<file path="src/rtl/core/wlst_pkg.sv">
// Shared types and constants of the word and line span tokenizer.
`default_nettype none

package wlst_pkg;

	// Record kinds on the result channel.
	localparam logic [1:0] KIND_LINE  = 2'd0;
	localparam logic [1:0] KIND_WORD  = 2'd1;
	localparam logic [1:0] KIND_TOTAL = 2'd2;

	// Code units of the basic and extended sets.
	localparam logic [15:0] CU_CR    = 16'h000D;
	localparam logic [15:0] CU_LF    = 16'h000A;
	localparam logic [15:0] CU_SPACE = 16'h0020;
	localparam logic [15:0] CU_TAB   = 16'h0009;
	localparam logic [15:0] CU_LSEP  = 16'h2028;
	localparam logic [15:0] CU_PSEP  = 16'h2029;
	localparam logic [15:0] CU_NEL   = 16'h0085;

	// Most records that one code unit can cause.
	localparam int unsigned MAX_RECS = 3;

	// Class of one code unit.
	typedef struct packed {
		logic newline;
		logic space;
	} unit_class_t;

	// One result record as it leaves the block.
	typedef struct packed {
		logic [1:0]  kind;
		logic [15:0] start;
		logic [16:0] length;
		logic [16:0] nonspace;
		logic [16:0] words;
		logic [16:0] lines;
		logic        last;
	} record_t;

endpackage

`default_nettype wire

</file>
<file path="src/rtl/core/wlst_classify.sv">
// Code unit classifier: newline and whitespace detection.
`default_nettype none

module wlst_classify (
	input  wire logic [15:0]         code_unit,
	input  wire logic                extended,
	output wlst_pkg::unit_class_t    unit_class
);

	logic basic_nl;
	logic ext_nl;
	logic blank;

	// Compare the unit against each fixed set.
	always_comb begin
		basic_nl = code_unit inside {wlst_pkg::CU_CR, wlst_pkg::CU_LF};
		ext_nl   = code_unit inside {wlst_pkg::CU_LSEP, wlst_pkg::CU_PSEP, wlst_pkg::CU_NEL};
		blank    = code_unit inside {wlst_pkg::CU_SPACE, wlst_pkg::CU_TAB};
	end

	// The extended units join both sets only when the mode is on.
	assign unit_class.newline = basic_nl | (extended & ext_nl);
	assign unit_class.space   = unit_class.newline | blank;

endmodule

`default_nettype wire

</file>
<file path="src/rtl/core/wlst_span_state.sv">
// Open line and word state, counters, and the record list of one code unit.
`default_nettype none

module wlst_span_state #(
	parameter int unsigned MAX_TEXT_UNITS = 65536
) (
	input  wire logic                  clk,
	input  wire logic                  arst_n,
	input  wire wlst_pkg::unit_class_t unit_class,
	input  wire logic                  end_of_text,
	input  wire logic                  retire,
	output wlst_pkg::record_t          recs [wlst_pkg::MAX_RECS],
	output logic [1:0]                 rec_count
);

	localparam int unsigned CW = $clog2(MAX_TEXT_UNITS + 1);
	localparam int unsigned OW = (CW > 17) ? CW : 17;
	localparam logic [CW-1:0] MAXV = CW'(MAX_TEXT_UNITS);
	localparam logic [OW-1:0] LAST_IDX = OW'(MAX_TEXT_UNITS - 1);
	localparam int unsigned NCAND = 5;

	logic          in_line_q;
	logic          in_word_q;
	logic [15:0]   line_begin_q;
	logic [15:0]   word_begin_q;
	logic [CW-1:0] line_run_q;
	logic [CW-1:0] word_run_q;
	logic [CW-1:0] position_q;
	logic [CW-1:0] nonspace_q;
	logic [CW-1:0] words_q;
	logic [CW-1:0] lines_q;

	logic [15:0]   idx;
	logic          line_close;
	logic          word_close;
	logic          in_line1;
	logic          in_word1;
	logic [15:0]   line_begin1;
	logic [15:0]   word_begin1;
	logic [CW-1:0] line_run1;
	logic [CW-1:0] word_run1;
	logic [CW-1:0] nonspace1;
	logic [CW-1:0] lines1;
	logic [CW-1:0] words1;
	logic [CW-1:0] lines_f;
	logic [CW-1:0] words_f;

	wlst_pkg::record_t cand [NCAND];
	logic [NCAND-1:0]  cand_en;

	function automatic logic [CW-1:0] sat_inc(input logic [CW-1:0] v);
		return (v < MAXV) ? v + CW'(1) : MAXV;
	endfunction

	function automatic logic [16:0] to17(input logic [CW-1:0] v);
		logic [OW-1:0] w;
		w = OW'(v);
		return w[16:0];
	endfunction

	function automatic wlst_pkg::record_t make_rec(
		input logic [1:0]    kind,
		input logic [15:0]   start,
		input logic [CW-1:0] length,
		input logic [CW-1:0] nonspace,
		input logic [CW-1:0] words,
		input logic [CW-1:0] lines
	);
		wlst_pkg::record_t r;
		r.kind     = kind;
		r.start    = start;
		r.length   = to17(length);
		r.nonspace = to17(nonspace);
		r.words    = to17(words);
		r.lines    = to17(lines);
		r.last     = 1'b0;
		return r;
	endfunction

	// Position of this unit, held at the last slot once the text is overlong.
	always_comb begin
		logic [OW-1:0] pos_w;
		pos_w = OW'(position_q);
		idx = (position_q < MAXV) ? pos_w[15:0] : LAST_IDX[15:0];
	end

	// Line and word updates for this unit, before any end-of-text flush.
	always_comb begin
		line_close  = unit_class.newline & in_line_q;
		word_close  = unit_class.space & in_word_q;
		in_line1    = ~unit_class.newline;
		in_word1    = ~unit_class.space;
		line_begin1 = (!unit_class.newline && !in_line_q) ? idx : line_begin_q;
		word_begin1 = (!unit_class.space && !in_word_q) ? idx : word_begin_q;
		line_run1   = unit_class.newline ? '0 : sat_inc(line_run_q);
		word_run1   = unit_class.space ? '0 : sat_inc(word_run_q);
		nonspace1   = unit_class.space ? nonspace_q : sat_inc(nonspace_q);
		lines1      = line_close ? sat_inc(lines_q) : lines_q;
		words1      = word_close ? sat_inc(words_q) : words_q;
		lines_f     = (end_of_text && in_line1) ? sat_inc(lines1) : lines1;
		words_f     = (end_of_text && in_word1) ? sat_inc(words1) : words1;
	end

	// Candidate records in emission order.
	always_comb begin
		cand[0] = make_rec(wlst_pkg::KIND_LINE, line_begin_q, line_run_q,
			nonspace_q, words_q, lines1);
		cand[1] = make_rec(wlst_pkg::KIND_WORD, word_begin_q, word_run_q,
			nonspace1, words1, lines1);
		cand[2] = make_rec(wlst_pkg::KIND_LINE, line_begin1, line_run1,
			nonspace1, words1, lines_f);
		cand[3] = make_rec(wlst_pkg::KIND_WORD, word_begin1, word_run1,
			nonspace1, words_f, lines_f);
		cand[4] = make_rec(wlst_pkg::KIND_TOTAL, 16'd0, '0,
			nonspace1, words_f, lines_f);
		cand_en = {end_of_text, end_of_text & in_word1, end_of_text & in_line1,
			word_close, line_close};
	end

	// Pack the enabled candidates into the front of the record list.
	always_comb begin
		logic [2:0] cnt;
		cnt = 3'd0;
		for (int i = 0; i < wlst_pkg::MAX_RECS; i++) begin
			recs[i] = '0;
		end
		for (int i = 0; i < NCAND; i++) begin
			if (cand_en[i]) begin
				if (cnt < 3'(wlst_pkg::MAX_RECS)) begin
					recs[cnt[1:0]] = cand[i];
				end
				cnt = cnt + 3'd1;
			end
		end
		rec_count = cnt[1:0];
	end

	// State moves on when the unit retires; end of text starts a fresh text.
	always_ff @(posedge clk or negedge arst_n) begin
		if (!arst_n) begin
			in_line_q    <= 1'b0;
			in_word_q    <= 1'b0;
			line_begin_q <= '0;
			word_begin_q <= '0;
			line_run_q   <= '0;
			word_run_q   <= '0;
			position_q   <= '0;
			nonspace_q   <= '0;
			words_q      <= '0;
			lines_q      <= '0;
		end else if (retire) begin
			if (end_of_text) begin
				in_line_q    <= 1'b0;
				in_word_q    <= 1'b0;
				line_begin_q <= '0;
				word_begin_q <= '0;
				line_run_q   <= '0;
				word_run_q   <= '0;
				position_q   <= '0;
				nonspace_q   <= '0;
				words_q      <= '0;
				lines_q      <= '0;
			end else begin
				in_line_q    <= in_line1;
				in_word_q    <= in_word1;
				line_begin_q <= line_begin1;
				word_begin_q <= word_begin1;
				line_run_q   <= line_run1;
				word_run_q   <= word_run1;
				position_q   <= sat_inc(position_q);
				nonspace_q   <= nonspace1;
				words_q      <= words1;
				lines_q      <= lines1;
			end
		end
	end

endmodule

`default_nettype wire

</file>
<file path="src/rtl/core/word_line_span_tokenizer_top.sv">
// Top level of the word and line span tokenizer.
// Units are held in the input register; records are offered from the output register.
// Throughput: one code unit per cycle while each unit causes at most one record and the
// output is not stalled; a unit that causes several records holds the input register
// until its last one is emitted; the single output register takes one record per cycle.
// Reset: arst_n clears the pipeline valids, the record phase, all text state and the mode.
`default_nettype none

module word_line_span_tokenizer_top #(
	parameter int unsigned MAX_TEXT_UNITS = 65536
) (
	input  wire logic        clk,
	input  wire logic        arst_n,
	input  wire logic        cfg_we,
	input  wire logic        cfg_wdata,
	input  wire logic        in_valid,
	output logic             in_ready,
	input  wire logic [15:0] code_unit,
	input  wire logic        end_of_text,
	output logic             out_valid,
	input  wire logic        out_ready,
	output logic [1:0]       record_kind,
	output logic [15:0]      span_start,
	output logic [16:0]      span_length,
	output logic [16:0]      nonspace_total,
	output logic [16:0]      word_total,
	output logic [16:0]      line_total,
	output logic             last_record
);

	logic        extended_q;
	logic        valid_s1;
	logic [15:0] code_unit_s1;
	logic        eot_s1;
	logic [1:0]  phase_q;
	logic        rec_valid_q;

	wlst_pkg::unit_class_t unit_class;
	wlst_pkg::record_t     recs [wlst_pkg::MAX_RECS];
	wlst_pkg::record_t     rec_q;
	wlst_pkg::record_t     rec_next;
	logic [1:0]            rec_count;
	logic                  slot_free;
	logic                  last_phase;
	logic                  emit;
	logic                  retire;

	// Mode register.
	always_ff @(posedge clk or negedge arst_n) begin
		if (!arst_n) begin
			extended_q <= 1'b0;
		end else if (cfg_we) begin
			extended_q <= cfg_wdata;
		end
	end

	wlst_classify u_classify (
		.code_unit  (code_unit_s1),
		.extended   (extended_q),
		.unit_class (unit_class)
	);

	wlst_span_state #(
		.MAX_TEXT_UNITS (MAX_TEXT_UNITS)
	) u_span_state (
		.clk         (clk),
		.arst_n      (arst_n),
		.unit_class  (unit_class),
		.end_of_text (eot_s1),
		.retire      (retire),
		.recs        (recs),
		.rec_count   (rec_count)
	);

	// Handshake control: one record per cycle into the output register while it has room.
	always_comb begin
		slot_free  = !rec_valid_q || out_ready;
		last_phase = (phase_q == (rec_count - 2'd1));
		emit       = valid_s1 && (rec_count != 2'd0) && slot_free;
		retire     = valid_s1 && ((rec_count == 2'd0) || (slot_free && last_phase));
		in_ready   = !valid_s1 || retire;
	end

	// Record selected for this phase, marked when it ends the request.
	always_comb begin
		rec_next      = recs[phase_q];
		rec_next.last = last_phase;
	end

	// Input register.
	always_ff @(posedge clk or negedge arst_n) begin
		if (!arst_n) begin
			valid_s1 <= 1'b0;
		end else if (in_ready) begin
			valid_s1 <= in_valid;
		end
	end

	always_ff @(posedge clk) begin
		if (in_ready && in_valid) begin
			code_unit_s1 <= code_unit;
			eot_s1       <= end_of_text;
		end
	end

	// Record phase within the current unit.
	always_ff @(posedge clk or negedge arst_n) begin
		if (!arst_n) begin
			phase_q <= 2'd0;
		end else if (retire) begin
			phase_q <= 2'd0;
		end else if (emit) begin
			phase_q <= phase_q + 2'd1;
		end
	end

	// Output register.
	always_ff @(posedge clk or negedge arst_n) begin
		if (!arst_n) begin
			rec_valid_q <= 1'b0;
		end else if (emit) begin
			rec_valid_q <= 1'b1;
		end else if (out_ready) begin
			rec_valid_q <= 1'b0;
		end
	end

	always_ff @(posedge clk) begin
		if (emit) begin
			rec_q <= rec_next;
		end
	end

	assign out_valid      = rec_valid_q;
	assign record_kind    = rec_q.kind;
	assign span_start     = rec_q.start;
	assign span_length    = rec_q.length;
	assign nonspace_total = rec_q.nonspace;
	assign word_total     = rec_q.words;
	assign line_total     = rec_q.lines;
	assign last_record    = rec_q.last;

endmodule

`default_nettype wire

</file>
<file path="config.mk">
export PLATFORM = sky130hd
export DESIGN_NAME = word_line_span_tokenizer_top
export DESIGN_NICKNAME = d
export VERILOG_FILES = /design/src/rtl/core/wlst_pkg.sv /design/src/rtl/core/wlst_classify.sv /design/src/rtl/core/wlst_span_state.sv /design/src/rtl/core/word_line_span_tokenizer_top.sv
export SDC_FILE = /design/constraint.sdc
export NUM_CORES = 1
export LEC_CHECK = 0
export BUFFER_PORTS_ARGS = -buffer_cell sky130_fd_sc_hd__buf_4
export CAP_MARGIN = 15
export CELL_PAD_IN_SITES_DETAIL_PLACEMENT = 0
export CELL_PAD_IN_SITES_GLOBAL_PLACEMENT = 1
export CORE_MARGIN = 2
export CORE_UTILIZATION = 34
export CTS_BUF_LIST = sky130_fd_sc_hd__clkbuf_16
export DETAILED_ROUTE_END_ITERATION = 8
export PLACE_DENSITY_LB_ADDON = 0.1
export SYNTH_ARGS = -nofsm -noshare
export SYNTH_HDL_FRONTEND = slang
export SYNTH_HIERARCHICAL = 1
export SYNTH_SLANG_ARGS = --single-unit
export TNS_END_PERCENT = 50
</file>
<file path="constraint.sdc">
create_clock -name clk -period 8.63 [get_ports clk]
set_input_delay 0.863 -clock clk [delete_from_list [all_inputs] [get_ports clk]]
set_output_delay 0.863 -clock clk [all_outputs]
set_load 0.005 [all_outputs]
</file>
==> flow_metrics.py, run 1 <==
metrics = {
    "layout": {
        "final_cells": 3136,
        "final_common_cell": "nand2_1",
        "final_cell_mix": "310 x nand2_1, 294 x nor2_1, 167 x a21oi_1",
        "post_route_cells_drive_above_1_share_pct": 11.6,
        "diodes": 0,
        "layout.nets": 2404,
        "n_fill_cell": 5648,
        "syn2layout_area_growth_pct": 12.9,
    },
    "floorplanning": {
        "start_util_pct": 34.4,
        "num_rows": 86,
        "die-area_sq_um": 57800,
        "io_pins": 112,
        "core_sq_um": 55200,
        "die_h_um": 240,
        "die_width_um": 240,
    },
    "clock_tree": {
        "cts_buffer_depth": 3,
        "cts_root_buffer": "clkbuf_16",
        "cts_tree": "yes",
        "cts_hold_buffers": 0,
        "numCtsBuffers": 36,
        "cts_sinks": 245,
        "clk_pin_slew_ns": 0.05,
        "clk-insertion-delay-late_ns": 0.56,
        "htree_levels": 2,
        "postCtsResizedCells": 0,
        "post_cts_buffers": 0,
    },
    "setup_path": {
        "crit_buf_inv": 5,
        "worstSetupEndpointType": "flip-flop",
        "crit_family": "simple AND/OR/NAND/NOR gates",
        "arrival_ns": 7.68,
        "cp_slowest_stage_delay_ns": 0.72,
        "reg2reg_from": "code_unit_s1[5]$_DFFE_PP_",
        "ff2ff_setup_slack_ns": 1.35,
        "crit_fanout": 44,
        "crit_start": "code_unit_s1[5]$_DFFE_PP_",
        "cp-start-kind": "flip-flop",
        "crit_type": "reg2reg",
        "cp_slowest_cell": "o21ai_0",
        "cp.required_ns": 9.04,
    },
    "placement": {
        "place_inst": 3069,
        "io_buffer_count": 111,
        "gp_congestion": 0.849,
        "hpwl_um": 45800,
    },
    "yosys": {
        "netlist_area_sq_um": 19000,
        "syn_inst": 2379,
        "syn_avg_cell_area_sq_um": 7.99,
        "synth_warnings": 6,
        "syn_nets": 2423,
    },
    "sta": {
        "finalHoldViolCount": 0,
        "period_needed_ns": 7.28,
        "slew_violations": 0,
        "finalCritPeriodShare_pct": 84.3,
        "setup_viol": 0,
        "rsz0062_at_grt": "no",
        "setup_tns_ns": 0,
        "tightest_slew_ns": 1.18,
        "max-slew-margin-rel_pct": 20.9,
        "fmax_mhz": 137,
        "skew_ns": 0.0214,
    },
    "power_and_ir_drop": {
        "powerDensity_nw_per_um2": 243,
        "p_leak_nw": 7.86,
        "ir_worst_vdd_v": 0.000123,
        "p_total_mw": 5.21,
    },
    "detailed_routing": {
        "first_pass_iters": 6,
        "drt_iter0_drc": 1834,
        "drcViolationCount": 0,
        "via_count": 18728,
        "drt-total-wl_um": 72800,
        "viasPerCell": 5.97,
        "drtAntennaViolNets": 0,
        "wl_per_cell_um": 23.2,
    },
    "outcome": {
        "status": "complete, no violations",
    },
    "global_routing": {
        "grt_pass1_vias": 17876,
        "grt_overflow": 0,
        "antenna_found_initial": 0,
        "grt_pass1_wl_um": 111000,
        "grt_max_degree": 82,
        "grt.total_usage_pct": 24.8,
    },
    "flow_run": {
        "max_cap_violations": 0,
    },
    "min_path": {
        "hold_class": "in2async",
    },
}
-- metal layers --
layer | share of wire (%) | vias up | global-route usage (%)
li1 | - | 8697 | -
met1 | 45 | 9222 | 33.6
met2 | 47 | 689 | 40.9
met3 | 6.0 | 120 | 3.80
met4 | 2.4 | 0 | 7.25
met5 | 0 | - | 0
-- stage by stage --
step	cell area [sq um]	hold slack [ns]	setup WS (ns)	utilization, %
floorplan	19000	0.458	1.42	-
global placement	20300	0.498	1.57	36.8
detailed placement	20300	0.494	1.42	36.8
CTS	21500	0.412	1.40	38.9
global route	21500	0.451	0.756	38.9
finish	21500	0.385	1.35	38.9
-- where the power goes --
group | switching [mW] | internal (mW)
registers | 0.206 | 1.50
clock network | 0.597 | 0.884
logic | 1.37 | 0.649
-- cell type report --
cell class	instances	area [sq um]	share of cell area [%]
Clock buffer	38	951	4.43
Clock inverter	28	208	0.967
Inverter	33	125	0.583
Multi-Input combinational cell	1887	11400	53.1
Sequential cell	245	6660	31.0
Tap cell	748	936	4.36
Timing Repair Buffer	157	1190	5.57
-- flip-flops by register name, indices dropped and copies added, names as in the netlist --
register	cells
u_span_state/in_line_q	1
last_record	1
out_valid	1
eot_s1	1
u_span_state/lines_q	17
u_span_state/word_begin_q	16
line_total	17
word_total	17
u_span_state/position_q	17
u_span_state/line_run_q	17
u_span_state/word_run_q	17
span_start	16
u_span_state/line_begin_q	16
phase_q	2
u_span_state/in_word_q	1
extended_q	1
span_length	17
nonspace_total	17
valid_s1	1
code_unit_s1	16
u_span_state/words_q	17
u_span_state/nonspace_q	17
record_kind	2
-- path summary, 6_finish.rpt --
path                                                             end  cells past startpoint
hold reg to reg                               extended_q$_DFFE_PN0P_                      1
max in group asynchronous  u_span_state/word_begin_q[13]$_DFFE_PN0P_                      2
setup / recovery             u_span_state/position_q[13]$_DFFE_PN0P_                     25
hold / removal                                extended_q$_DFFE_PN0P_                      1
min in group clk                          code_unit_s1[14]$_DFFE_PP_                      1
setup reg to reg             u_span_state/position_q[13]$_DFFE_PN0P_                     25
Power figures use the tool's default switching activity.
==> run 2, diff against run 1 <==
==> constraint.sdc (replaced) <==
create_clock -name clk -period 6.2 [get_ports clk]
set_input_delay 0.62 -clock clk [delete_from_list [all_inputs] [get_ports clk]]
set_output_delay 0.62 -clock clk [all_outputs]
set_load 0.005 [all_outputs]
==> flow_metrics.py, run 2 (synthesis gave the netlist of run 1 again) <==
metrics = {
    "floorplanning": {
        "start_util_pct": 34.4,
        "die_h_um": 240,
        "die_width_um": 240,
        "core_sq_um": 55200,
        "die-area_sq_um": 57800,
        "num_rows": 86,
        "io_pins": 112,
    },
    "placement": {
        "hpwl_um": 47300,
        "gp_congestion": 0.862,
        "io_buffer_count": 111,
        "dpl-instance-area_sq_um": 20500,
    },
    "setup_path": {
        "cp.required_ns": 6.59,
        "worstSetupEndpointType": "flip-flop",
        "crit_fanout": 21,
        "cp-start-kind": "flip-flop",
        "crit_type": "reg2reg",
        "arrival_ns": 6.12,
    },
    "layout": {
        "post_route_cells_drive_above_1_share_pct": 12.4,
        "layout.nets": 2431,
        "final_cell_mix": "309 x nand2_1, 294 x nor2_1, 181 x buf_4",
        "syn2layout_area_growth_pct": 13.8,
        "diodes": 0,
        "design_area_sq_um": 21600,
        "finish.utilization_pct": 39.2,
        "n_fill_cell": 5669,
        "final_common_cell": "nand2_1",
    },
    "power_and_ir_drop": {
        "swShare_pct": 41.9,
        "p_switching_mw": 3.04,
        "clkPwrFrac_pct": 27.6,
        "p_leak_nw": 7.99,
        "power_frac_seq_pct": 32.5,
        "powerDensity_nw_per_um2": 336,
        "ir_worst_vdd_v": 0.000254,
        "p_int_mw": 4.22,
        "pwr-share-comb_pct": 39.9,
    },
    "clock_tree": {
        "numCtsBuffers": 35,
        "htree_levels": 2,
        "cts_root_buffer": "clkbuf_16",
        "cts_tree": "yes",
        "post_cts_buffers": 0,
        "cts_buffer_depth": 3,
        "clk-insertion-delay-late_ns": 0.56,
        "clk_pin_slew_ns": 0.05,
        "cts_sinks": 245,
    },
    "detailed_routing": {
        "drt_iter0_drc": 1608,
        "drtAntennaViolNets": 0,
        "wl_per_cell_um": 23.5,
        "drcViolationCount": 0,
        "drt-total-wl_um": 74400,
        "viasPerCell": 5.98,
        "via_count": 18912,
        "first_pass_iters": 6,
    },
    "sta": {
        "rsz0062_at_grt": "no",
        "setup_viol": 0,
        "skew_ns": 0.0170,
        "finalCritPeriodShare_pct": 92.3,
        "fmax_mhz": 175,
        "max-slew-margin-rel_pct": 11.4,
        "period_needed_ns": 5.72,
        "setup_tns_ns": 0,
        "finalHoldViolCount": 0,
        "slew_violations": 0,
        "tightest_slew_ns": 1.32,
    },
    "global_routing": {
        "grt_overflow": 0,
        "grt.total_usage_pct": 25.7,
        "grt_pass1_wl_um": 114000,
        "antenna_found_initial": 0,
        "grt_max_degree": 88,
        "grt_pass1_vias": 18437,
    },
    "flow_run": {
        "max_cap_violations": 0,
    },
    "outcome": {
        "status": "complete, no violations",
    },
    "min_path": {
        "hold_class": "in2reg",
    },
}
[run 2: layout make-up]
type | instances | area (sq um) | share of cell area, %
Multi-Input combinational cell | 1887 | 11400 | 52.6
Sequential cell | 245 | 6660 | 30.8
Timing Repair Buffer | 185 | 1410 | 6.54
Tap cell | 748 | 936 | 4.33
Clock buffer | 35 | 876 | 4.05
Clock inverter | 29 | 234 | 1.08
Inverter | 33 | 125 | 0.578
[run 2: what timing repair did]
item / CTS / global route
gates resized for setup: 0 / 1
hold buffers: 1 / 0
endpoints found under the setup margin: 0 / 6
endpoints found under the hold margin: 28 / 0
[run 2: worst paths after layout]
path	from	to	slack, ns	cells past startpoint
max	code_unit_s1[5]$_DFFE_PP_	u_span_state/position_q[3]$_DFFE_PN0P_	0.48	21
min	code_unit[15]	code_unit_s1[15]$_DFFE_PP_	0.24	1
max reg2reg	code_unit_s1[5]$_DFFE_PP_	u_span_state/position_q[3]$_DFFE_PN0P_	0.48	21
min reg2reg	u_span_state/line_begin_q[1]$_DFFE_PN0P_	u_span_state/line_begin_q[1]$_DFFE_PN0P_	0.51	1
max in group asynchronous	arst_n	u_span_state/line_begin_q[2]$_DFFE_PN0P_	4.47	3
min in group asynchronous	arst_n	u_span_state/lines_q[15]$_DFFE_PN0P_	0.53	2
[run 2: through the flow]
stage / setup WS, ns / total power [mW] / hold WS, ns / instances
after global placement: 0.584 / 5.25 / 0.497 / 3096
after global routing: 0.0681 / 7.65 / 0.221 / 3162
after detailed placement: 0.440 / 5.26 / 0.501 / 3096
after CTS: 0.409 / 7.31 / 0.210 / 3161
final: 0.478 / 7.26 / 0.243 / 3162
after floorplan: 0.0797 / 4.02 / 0.324 / 2379
[run 2: power by group through the flow]
stage	combinational (mW)	clock, mW	sequential (mW)
2_1_floorplan	1.76	0	2.26
3_3_place_gp	2.87	0	2.38
3_5_place_dp	2.89	0	2.38
4_1_cts	2.89	2.07	2.35
5_1_grt	3.15	2.12	2.39
6_report	2.90	2.01	2.36
[run 2: per-layer routing]
layer / vias to the layer above / GRT usage (%) / wire length, um
met3: 119 / 3.01 / 4020
met2: 644 / 41.5 / 34400
li1: 8746 / - / -
met5: - / 0 / 0
met1: 9403 / 35.5 / 34300
met4: 0 / 8.32 / 1760
[run 2: worst max-delay path, cell delays in order (launching register included)]
cell and delay (ns):
edfxtp_1 0.41, or4b_1 0.55, o22ai_1 0.13, nand3b_1 0.16, a21oi_2 0.26, nand2_1 0.16, ha_1 0.27, and3b_1 0.20
nor2_1 0.19, ha_1 0.27, o22a_1 0.20, nand2_1 0.16, ha_1 0.25, o21ai_0 0.16, inv_1 0.08, ha_1 0.28
xnor2_1 0.16, nor3_1 0.21, o21a_2 0.22, clkinv_2 0.34, nor2_1 0.80, nor2_1 0.12
